### config.mk
export PLATFORM = sky130hd
export DESIGN_NAME = climate_alarm_band_checker_unit
export DESIGN_NICKNAME = d
export VERILOG_FILES = /design/src/rtl/core/cabc_pkg.sv /design/src/rtl/core/cabc_queue.sv /design/src/rtl/core/cabc_front.sv /design/src/rtl/core/cabc_back.sv /design/src/rtl/core/climate_alarm_band_checker_unit.sv
export SDC_FILE = /design/constraint.sdc
export NUM_CORES = 1
export LEC_CHECK = 0
export ABC_CLOCK_PERIOD_IN_PS = 7800
export BUFFER_PORTS_ARGS = -buffer_cell sky130_fd_sc_hd__buf_2
export CORE_MARGIN = 5
export CORE_UTILIZATION = 55
export DETAILED_ROUTE_END_ITERATION = 7
export PLACE_DENSITY_LB_ADDON = 0.12
export SYNTH_ARGS = -nofsm -noshare
export SYNTH_HDL_FRONTEND = slang
export SYNTH_SLANG_ARGS = --single-unit
### constraint.sdc
create_clock -name clk -period 7.8 [get_ports clk]
set_input_delay 0.39 -clock clk [delete_from_list [all_inputs] [get_ports clk]]
set_output_delay 0.39 -clock clk [all_outputs]
set_load 0.005 [all_outputs]
### src/rtl/core/cabc_pkg.sv
// Shared types and constants for the climate alarm band checker.
// Holds the item structs, register map, per-kind margins and holdoff time.
// No dependencies; every other file in rtl/core refers to it by scoped names.
package cabc_pkg;

  localparam int NUM_KINDS    = 4;
  localparam int MARGIN_KINDS = 4;
  localparam int KIDX_W       = (NUM_KINDS > 1) ? $clog2(NUM_KINDS) : 1;

  localparam int VAL_W  = 24;
  localparam int DIFF_W = 26;
  localparam int TIME_W = 32;

  localparam int REG_COUNT = 8;
  localparam int RIDX_W    = 3;
  localparam int ADDR_W    = RIDX_W + 2;
  localparam int DATA_W    = 32;

  localparam int QUEUE_DEPTH = 2;
  localparam int QPTR_W      = 1;

  localparam logic [TIME_W-1:0] HOLDOFF_MS = 32'd300000;

  localparam logic signed [VAL_W-1:0] TARGET_RESET [REG_COUNT] = '{
    24'sd2500, 24'sd2000, 24'sd6000, 24'sd6000,
    24'sd100, 24'sd80, 24'sd80000, 24'sd80000
  };

  typedef struct packed {
    logic [2:0]              sensor_kind;
    logic signed [VAL_W-1:0] reading;
    logic                    reading_valid;
    logic                    is_daytime;
    logic [TIME_W-1:0]       now_ms;
  } in_item_t;

  typedef struct packed {
    logic alert_raised;
    logic is_critical;
    logic is_high;
  } out_item_t;

  // Classified reading handed from the front end to the back end.
  typedef struct packed {
    logic              kind_ok;
    logic [KIDX_W-1:0] kind_idx;
    logic              out_band;
    logic              critical;
    logic              high;
    logic [TIME_W-1:0] now_ms;
  } cls_item_t;

  function automatic logic signed [DIFF_W-1:0] margin_x2(input logic [1:0] kind);
    logic signed [DIFF_W-1:0] m;
    case (kind)
      2'd0:    m = 26'sd400;
      2'd1:    m = 26'sd2000;
      2'd2:    m = 26'sd40;
      default: m = 26'sd40000;
    endcase
    return m;
  endfunction

  function automatic logic signed [DIFF_W-1:0] margin_x3(input logic [1:0] kind);
    logic signed [DIFF_W-1:0] m;
    case (kind)
      2'd0:    m = 26'sd600;
      2'd1:    m = 26'sd3000;
      2'd2:    m = 26'sd60;
      default: m = 26'sd60000;
    endcase
    return m;
  endfunction

endpackage

### src/rtl/core/cabc_queue.sv
// Two-entry queue of classified readings between front and back ends.
// Depends on cabc_pkg for the entry type and depth.
module cabc_queue (
  input  logic                 clk,
  input  logic                 rst,
  input  logic                 wr,
  input  cabc_pkg::cls_item_t  wr_data,
  output logic                 full,
  input  logic                 rd,
  output cabc_pkg::cls_item_t  rd_data,
  output logic                 empty
);

  cabc_pkg::cls_item_t          slots [cabc_pkg::QUEUE_DEPTH];
  logic [cabc_pkg::QPTR_W-1:0]  wr_ptr;
  logic [cabc_pkg::QPTR_W-1:0]  rd_ptr;
  logic [cabc_pkg::QPTR_W:0]    count;
  logic                         do_wr;
  logic                         do_rd;

  assign full    = (count == (cabc_pkg::QPTR_W + 1)'(cabc_pkg::QUEUE_DEPTH));
  assign empty   = (count == '0);
  assign do_wr   = wr && !full;
  assign do_rd   = rd && !empty;
  assign rd_data = slots[rd_ptr];

  always_ff @(posedge clk) begin
    if (do_wr) begin
      slots[wr_ptr] <= wr_data;
    end
  end

  always_ff @(posedge clk) begin
    if (rst) begin
      wr_ptr <= '0;
      rd_ptr <= '0;
      count  <= '0;
    end else begin
      if (do_wr) begin
        wr_ptr <= wr_ptr + 1'b1;
      end
      if (do_rd) begin
        rd_ptr <= rd_ptr + 1'b1;
      end
      if (do_wr && !do_rd) begin
        count <= count + 1'b1;
      end else if (do_rd && !do_wr) begin
        count <= count - 1'b1;
      end
    end
  end

endmodule

### src/rtl/core/cabc_front.sv
// Front end: target registers behind the APB port and band classification.
// Depends on cabc_pkg for the register map, margins and item types.
module cabc_front (
  input  logic                                clk,
  input  logic                                rst,
  input  logic                                psel,
  input  logic                                penable,
  input  logic                                pwrite,
  input  logic [cabc_pkg::ADDR_W-1:0]         paddr,
  input  logic [cabc_pkg::DATA_W-1:0]         pwdata,
  output logic [cabc_pkg::DATA_W-1:0]         prdata,
  input  cabc_pkg::in_item_t                  item,
  output cabc_pkg::cls_item_t                 cls
);

  logic signed [cabc_pkg::VAL_W-1:0]  targets [cabc_pkg::REG_COUNT];
  logic [cabc_pkg::RIDX_W-1:0]        widx;
  logic [cabc_pkg::RIDX_W-1:0]        tidx;
  logic signed [cabc_pkg::VAL_W-1:0]  target;
  logic signed [cabc_pkg::DIFF_W-1:0] diff;
  logic signed [cabc_pkg::DIFF_W-1:0] m2;
  logic signed [cabc_pkg::DIFF_W-1:0] m3;
  logic                               kind_ok;

  assign widx = paddr[cabc_pkg::ADDR_W-1:2];

  always_ff @(posedge clk) begin
    if (rst) begin
      for (int i = 0; i < cabc_pkg::REG_COUNT; i++) begin
        targets[i] <= cabc_pkg::TARGET_RESET[i];
      end
    end else if (psel && penable && pwrite) begin
      targets[widx] <= pwdata[cabc_pkg::VAL_W-1:0];
    end
  end

  assign prdata = cabc_pkg::DATA_W'(targets[widx]);

  // Day targets sit at even indexes, night targets at the odd ones.
  assign tidx   = {item.sensor_kind[1:0], ~item.is_daytime};
  assign target = targets[tidx];
  assign diff   = cabc_pkg::DIFF_W'(item.reading) - cabc_pkg::DIFF_W'(target);
  assign m2     = cabc_pkg::margin_x2(item.sensor_kind[1:0]);
  assign m3     = cabc_pkg::margin_x3(item.sensor_kind[1:0]);

  assign kind_ok = item.reading_valid
                && ({1'b0, item.sensor_kind} < 4'(cabc_pkg::NUM_KINDS))
                && ({1'b0, item.sensor_kind} < 4'(cabc_pkg::MARGIN_KINDS));

  always_comb begin
    cls.kind_ok  = kind_ok;
    cls.kind_idx = item.sensor_kind[cabc_pkg::KIDX_W-1:0];
    cls.out_band = (diff < -m2) || (diff > m2);
    cls.critical = (diff < -m3) || (diff > m3);
    cls.high     = (diff > m2);
    cls.now_ms   = item.now_ms;
  end

endmodule

### src/rtl/core/cabc_back.sv
// Back end: per-kind holdoff state, alert decision and the result register.
// Depends on cabc_pkg for the holdoff time and item types.
module cabc_back (
  input  logic                 clk,
  input  logic                 rst,
  input  cabc_pkg::cls_item_t  cls,
  input  logic                 cls_empty,
  output logic                 cls_pop,
  output cabc_pkg::out_item_t  result,
  output logic                 empty,
  input  logic                 pop
);

  logic [cabc_pkg::TIME_W-1:0] last_alert_time [cabc_pkg::NUM_KINDS];
  logic [cabc_pkg::NUM_KINDS-1:0] holdoff_armed;
  logic                           out_valid;
  logic [cabc_pkg::TIME_W-1:0]    elapsed;
  logic                           held;
  logic                           fire;
  logic                           take;

  assign take    = !cls_empty && (!out_valid || pop);
  assign cls_pop = take;
  assign empty   = !out_valid;

  // Elapsed time wraps modulo 2^32, so a plain subtraction is enough.
  assign elapsed = cls.now_ms - last_alert_time[cls.kind_idx];
  assign held    = holdoff_armed[cls.kind_idx] && (elapsed < cabc_pkg::HOLDOFF_MS);
  assign fire    = cls.kind_ok && cls.out_band && !held;

  always_ff @(posedge clk) begin
    if (take && fire) begin
      last_alert_time[cls.kind_idx] <= cls.now_ms;
    end
    if (take) begin
      result.alert_raised <= fire;
      result.is_critical  <= fire && cls.critical;
      result.is_high      <= fire && cls.high;
    end
  end

  always_ff @(posedge clk) begin
    if (rst) begin
      holdoff_armed <= '0;
      out_valid     <= 1'b0;
    end else begin
      if (take && fire) begin
        holdoff_armed[cls.kind_idx] <= 1'b1;
      end
      if (take) begin
        out_valid <= 1'b1;
      end else if (pop) begin
        out_valid <= 1'b0;
      end
    end
  end

endmodule

### src/rtl/core/climate_alarm_band_checker_unit.sv
// Climate alarm band checker: day/night target bands with per-kind alert holdoff.
// Readings enter through a push/full queue port; one result per reading leaves
// through an empty/pop queue port. Eight 24-bit targets sit behind an APB port.
// Usage:
//   Push one reading per transaction; each yields exactly one result, in order.
//   The front end classifies a reading against its band in the cycle it is
//   pushed and writes it into a two-entry queue. The back end applies the
//   per-kind holdoff and loads the result register.
//   A reading passes from the queue into the result register, where it can
//   be popped; while the result register is held, the reading waits in the queue.
//   Throughput: one reading per cycle while results are popped, set by the
//   holdoff update in the back end, which lets consecutive same-kind readings follow.
//   If the receiver stops popping, the result register and the queue fill,
//   then full rises; nothing is dropped. Popping resumes the flow at once.
//   Reset (synchronous, rst high) loads the default targets, disarms every
//   holdoff and empties the queue and result register.
//   The user must write targets only while no reading is in flight; the block
//   does not enforce this. prdata returns the sign-extended target at paddr.
module climate_alarm_band_checker_unit (
  input  logic                         clk,
  input  logic                         rst,
  input  logic                         push,
  output logic                         full,
  input  cabc_pkg::in_item_t           item,
  output logic                         empty,
  input  logic                         pop,
  output cabc_pkg::out_item_t          result,
  input  logic                         psel,
  input  logic                         penable,
  input  logic                         pwrite,
  input  logic [cabc_pkg::ADDR_W-1:0]  paddr,
  input  logic [cabc_pkg::DATA_W-1:0]  pwdata,
  output logic [cabc_pkg::DATA_W-1:0]  prdata,
  output logic                         pready
);

  cabc_pkg::cls_item_t cls_in;
  cabc_pkg::cls_item_t cls_out;
  logic                cls_empty;
  logic                cls_pop;

  assign pready = 1'b1;

  cabc_front u_front (
    .clk     (clk),
    .rst     (rst),
    .psel    (psel),
    .penable (penable),
    .pwrite  (pwrite),
    .paddr   (paddr),
    .pwdata  (pwdata),
    .prdata  (prdata),
    .item    (item),
    .cls     (cls_in)
  );

  cabc_queue u_queue (
    .clk     (clk),
    .rst     (rst),
    .wr      (push),
    .wr_data (cls_in),
    .full    (full),
    .rd      (cls_pop),
    .rd_data (cls_out),
    .empty   (cls_empty)
  );

  cabc_back u_back (
    .clk       (clk),
    .rst       (rst),
    .cls       (cls_out),
    .cls_empty (cls_empty),
    .cls_pop   (cls_pop),
    .result    (result),
    .empty     (empty),
    .pop       (pop)
  );

endmodule
==> results.yml, run 1 <==
status:
  status: "finished, final reports clean"
pwr:
  p_per_area_nw_per_um2: 310
  ir_drop_uv: 172
  power_mw: 7.79
  p_leak_nw: 9.22
cts:
  htreeDepth: 2
  clock_path_buffers: 3
  cts_resized: 0
  clk_latency_ns: 0.58
  clkTransAtPathRegs_ns: 0.06
  postCtsSetupRepairBufs: 0
  cts-buffers-inserted: 43
  cts_tree: "built"
  cts_hold_buf: 17
  cts_root_buf: "clkbuf_16"
  clock_sinks: 409
logic_synthesis:
  syn_area_um2: 22300
  synth_nets: 1917
  yosysTopAreaCellShare: 0.538
  ys.flop_type: "edfxtp_1"
  synthSimpleGateAreaFrac: 0.124
  yosys-top-cells-area: "edfxtp_1, mux4_2, ha_1"
  ys_async_sr_fraction: 0
  synthDistinctLibCells: 82
  synthMuxAreaShare: 0.112
  synth-edff-count: 399
  yosys.area.top_type: "edfxtp_1"
  yosys_warnings: 0
  ys_seq_area_frac: 0.547
  synth_top_family_by_area: "simple AND/OR/NAND/NOR gates"
  synth_compound_area_frac: 0.107
  synth_cells: 1704
  synth_fa_ha_area_frac: 0.0610
  synth_seq_cells: 409
  synth_area_per_cell_um2: 13.1
  synthXorXnorAreaFrac: 0.0173
floorplan:
  die_area_um2: 44600
  die_h_um: 211
  dieWidth_um: 211
  std_cell_rows: 73
  core-area_um2: 39900
  io_pins: 143
  initial_core_util: 0.558
sta:
  postLayoutSetupSlackWorst_ns: 1.39
  setup_viol: 0
  min_period_over_period: 0.822
  max_freq_mhz: 156
  rsz0062_at_grt: "no"
  worstMarginPinSlew_ns: 1.22
  fin_setup_tns_ns: 0
  hold_ws_ns: 0.0326
  hold_violations: 0
  max_slew_margin: 0.187
  fin_skew_ns: 0.0369
  min_period_ns: 6.41
  maxSlewViolCount: 0
layout:
  final_util: 0.630
  stdcell_count: 2405
  seq_area_um2: 12200
  drive_gt1_frac: 0.206
  nets: 2057
  multi_input_area_um2: 9480
  design_area_um2: 25100
  fill_cells: 3009
  synthToLayoutAreaGrowth_pct: 12.9
placed_design:
  dp.final_hpwl_um: 37800
  place_ws_ns: 1.34
  port_buffers: 131
  post_dp_cell_area_um2: 23500
  place_congestion: 0.878
  numPlacedInstances: 2307
setup_path:
  startpoint_type: "register"
  worstSetupPathType: "register to register"
  cp.arrival_ns: 6.65
  cp-end-kind: "register"
  cp_max_fo: 14
  crit_required_ns: 8.04
global_routing:
  use_met2: 0.459
  first_global_vias: 15400
  grt_max_degree: 44
  track_usage: 0.260
  use_met1: 0.325
  antenna_found_initial: 4
  grt_pass1_wl_um: 88800
  grt_overflow: 0
  busiest_layer: "met2"
  grtUsageMet3: 0.0460
drt:
  avgViaCountPerCell: 6.24
  drc: 0
  drt_first_pass_iters: 5
  finalWirelength_um: 58500
  vias: 15000
  drt_first_iter_violations: 1539
  final_antenna_net_count: 0
  wl_per_cell_um: 24.3
worst_hold_path:
  worstHoldStart: "item[2]"
  min_path_type: "input port to register"
run:
  drv_cap: 0
## cell type report
class	count	area share
multi-input combinational	1127	0.377
clock inverter	23	0.0107
clock buffer	54	0.0457
sequential	409	0.485
timing repair buffer	183	0.0434
antenna	4	0.000398
inverter	80	0.0119
tap	525	0.0261
## metal layers
layer / vias to the layer above / routed length, um / part of all wire
li1: 6871 / - / -
met1: 7408 / 22200 / 0.38
met2: 600 / 29900 / 0.51
met3: 123 / 4450 / 0.076
met4: 6 / 1910 / 0.033
met5: - / 54 / 0.00092
## Yosys cell counts, drive strengths merged (18+ instances only)
| master | count |
|---|---|
| xnor2 | 20 |
| mux4 | 80 |
| or3 | 40 |
| xor2 | 24 |
| a22oi | 101 |
| inv | 80 |
| edfxtp | 399 |
| nor2 | 65 |
| a21oi | 65 |
| o21ai | 43 |
| mux2 | 37 |
| mux2i | 28 |
| clkbuf | 63 |
| ha | 107 |
| buf | 25 |
| nand4 | 46 |
| nor3 | 20 |
| nand2b | 23 |
| nor2b | 18 |
| a21o | 23 |
| and2 | 158 |
| nand2 | 62 |
## critical path: stages, from the launching register on
cell	delay, ns
dfxtp_2	0.59
nor2b_1	0.18
a21oi_4	0.57
buf_4	0.41
mux4_2	0.53
inv_1	0.09
ha_1	0.24
nand3_1	0.15
nor4_1	0.50
nand4_1	0.19
o211a_1	0.23
a22oi_1	0.25
a21oi_1	0.15
nor4b_1	0.17
nor3_1	0.25
or4_4	0.21
nand2_4	0.09
nor3_2	0.87
buf_4	0.38
## placed cells by master (no fill, tap or decap), drive strengths merged, types with 6 or more instances in the layout
cell type,count
dlygate4sd3,17
inv,82
o21ai,43
a21oi,65
o221ai,6
nand2b,23
nand4,46
o21a,17
o21bai,9
and2,158
clkinv,15
nor2,65
xor2,24
edfxtp,399
mux2i,28
o211ai,9
and3,8
mux2,37
clkbuf,54
a22oi,101
dfxtp,10
nor3b,6
buf,166
or3,40
nor2b,18
ha,107
nand3,13
nand2,62
a21o,23
nor3,20
or2,10
a211oi,12
mux4,80
xnor2,20
## logic make-up after synthesis
group,after synthesis
and+or+nand+nor,491
DFF,409
AOI/OAI and AO/OA,337
buffers and inverters,168
muxes,145
adders and majority gates,108
xor gates and xnor gates,44
other,2
## flip-flops by register name, summed over array words and instances, names as in the netlist, named ones only
signal / flops
u_back.holdoff_armed: 4
u_back.out_valid: 1
u_back.last_alert_time: 128
u_front.targets: 192
u_queue.rd_ptr: 1
u_queue.wr_ptr: 1
u_back.result: 3
u_queue.slots: 76
u_queue.count: 2
## power breakdown
part,internal (mW),total (mW),switching [mW]
combinational,1.18,2.91,1.73
clock,1.22,2.07,0.857
sequential,2.71,2.81,0.0931
## path summary, 6_finish.rpt
path | to | slack, ns | cells past startpoint
max | u_back.last_alert_time[3][4] | 1.39 | 18
min | u_queue.slots[0][2] | 0.03 | 1
max reg2reg | u_back.last_alert_time[3][4] | 1.39 | 18
min reg2reg | u_back.holdoff_armed[3] | 0.47 | 2
Power figures use the tool's default switching activity.
==> run 2: changes to the inputs <==
--- a/config.mk
+++ b/config.mk
@@ -5,7 +5,7 @@
 export SDC_FILE = /design/constraint.sdc
 export NUM_CORES = 1
 export LEC_CHECK = 0
-export ABC_CLOCK_PERIOD_IN_PS = 7800
+export ABC_CLOCK_PERIOD_IN_PS = 5700
 export BUFFER_PORTS_ARGS = -buffer_cell sky130_fd_sc_hd__buf_2
 export CORE_MARGIN = 5
 export CORE_UTILIZATION = 55
==> constraint.sdc (replaced) <==
create_clock -name clk -period 5.7 [get_ports clk]
set_input_delay 0.285 -clock clk [delete_from_list [all_inputs] [get_ports clk]]
set_output_delay 0.285 -clock clk [all_outputs]
set_load 0.005 [all_outputs]
==> run 2 against run 1 <==
  * Core utilization increased by 0.82 points
  * Clock skew decreased by 0.024 ns
  * Count of clock-buffer cells in the layout unchanged
  * Critical path type unchanged
  * Critical endpoint is now u_back.last_alert_time[0][12]
==> results.yml, run 2 (synthesis gave the netlist of run 1 again) <==
pwr:
  ir_drop_uv: 259
  p_leak_nw: 9.40
  p_per_area_nw_per_um2: 419
floorplan:
  dieWidth_um: 211
  std_cell_rows: 73
  initial_core_util: 0.558
  die_area_um2: 44600
  die_h_um: 211
  core-area_um2: 39900
  io_pins: 143
global_routing:
  grt_overflow: 0
  track_usage: 0.263
  first_global_vias: 15800
  antenna_found_initial: 7
  grt_pass1_wl_um: 90100
  grt_max_degree: 44
sta:
  fin_skew_ns: 0.0130
  max_slew_margin: 0.262
  rsz0062_at_grt: "no"
  hold_ws_ns: 0.0635
  maxSlewViolCount: 0
  setup_viol: 0
  postLayoutSetupSlackWorst_ns: 0.337
  min_period_over_period: 0.941
  min_period_ns: 5.36
  hold_violations: 0
  worstMarginPinSlew_ns: 1.11
  max_freq_mhz: 186
layout:
  final_util: 0.638
  largest_reg_flops: 192
  largestRegisters: "u_front.targets: 192 flops, u_back.last_alert_time: 128 flops, u_queue.slots: 76 flops"
  layout_commonest_cell: "edfxtp_1"
  design_area_um2: 25500
  drive_gt1_frac: 0.213
  top_register: "u_front.targets"
  nets: 2099
  synthToLayoutAreaGrowth_pct: 14.3
  fill_cells: 3011
  final_cell_mix: "edfxtp_1, and2_1, buf_2"
setup_path:
  crit_path_end: "u_back.last_alert_time[0][12]"
  ff2ff_setup_slack_ns: 0.34
  worstSetupPathType: "register to register"
  cp-end-kind: "register"
  r2r_end: "u_back.last_alert_time[0][12]"
  crit_required_ns: 5.97
  startpoint: "u_queue.slots[0][35]"
  cp.arrival_ns: 5.64
  startpoint_type: "register"
  r2r_start: "u_queue.slots[0][35]"
  worstRegToRegCells: 17
  cp_max_fo: 22
cts:
  clock_path_buffers: 3
  clock_sinks: 409
  cts_tree: "built"
  clk_latency_ns: 0.57
  postCtsSetupRepairBufs: 0
  cts-buffers-inserted: 44
  cts_root_buf: "clkbuf_16"
  htreeDepth: 2
  clkTransAtPathRegs_ns: 0.06
placed_design:
  dp.final_hpwl_um: 38500
  post_dp_cell_area_um2: 23800
  port_buffers: 131
  place_ws_ns: 0.207
  place_congestion: 0.925
worst_hold_path:
  min_path_type: "input port to register"
drt:
  avgViaCountPerCell: 6.24
  wl_per_cell_um: 24.1
  finalWirelength_um: 59000
  drt_first_iter_violations: 1313
  drc: 0
  drt_first_pass_iters: 7
  vias: 15300
  final_antenna_net_count: 0
run:
  drv_cap: 0
status:
  status: "finished, final reports clean"
[run 2: worst min path at each step]
stage                                 start                 endpoint  slack [ns]  cells after the start
finish                            pwdata[9]    u_front.targets[1][9]        0.06                      2
detailed placement  u_back.holdoff_armed[0]  u_back.holdoff_armed[0]        0.46                      2
global route                       item[60]     u_queue.slots[1][37]        0.07                      2
floorplan                           item[0]      u_queue.slots[0][0]        0.38                      0
CTS                              pwdata[16]   u_front.targets[6][16]        0.05                      2
global placement    u_back.holdoff_armed[0]  u_back.holdoff_armed[0]        0.45                      2
[run 2: through the flow]
stage / cells / TNS [ns] / total power, mW
3_5_place_dp: 2332 / 0 / 7.95
3_3_place_gp: 2332 / 0 / 7.87
5_1_grt: 2444 / 0 / 11.3
6_report: 2446 / 0 / 10.7
4_1_cts: 2444 / 0 / 10.7
2_1_floorplan: 1704 / -10.69 / 6.80
[run 2: what timing repair did]
action,CTS,global route
hold endpoints to repair,65,0
resized for setup,0,0
hold buffers,33,0
[run 2: area by class of cell]
class                   count  area, um^2  share of cell area
clock buffers              54        1160              0.0455
well taps                 525         657              0.0258
diodes                      2        5.00            0.000197
multi-input cells        1127        9490               0.373
repair buffers            224        1460              0.0575
inverters                  80         300              0.0118
flip-flops and latches    409       12200               0.478
clock inverters            25         205             0.00806
[run 2: per-layer routing]
layer	part of all wire	wire length, um	track usage	vias up
li1	-	-	-	6969
met1	0.38	22400	0.327	7530
met2	0.51	29800	0.455	611
met3	0.077	4530	0.0553	130
met4	0.036	2110	0.0984	12
met5	0.0016	92	0	-
[run 2: where the power goes]
| part | switching, mW | total [mW] | internal, mW |
|---|---|---|---|
| combinational | 2.44 | 4.13 | 1.69 |
| clock | 1.13 | 2.72 | 1.58 |
| sequential | 0.115 | 3.83 | 3.71 |
| total | 3.69 | 10.7 | 6.98 |
[run 2: critical path, stage by stage, from the launching register on]
cell	delay [ns]
edfxtp_1	0.44
nor2b_1	0.22
a21oi_4	0.14
buf_4	0.27
mux4_2	0.54
inv_1	0.08
ha_1	0.33
a21oi_1	0.38
o21ai_0	0.19
a311o_1	0.35
a22oi_2	0.26
o211ai_2	0.20
o41a_1	0.36
a22oi_2	0.18
nand4_1	0.11
or4_4	0.57
and2_1	0.18
buf_4	0.25
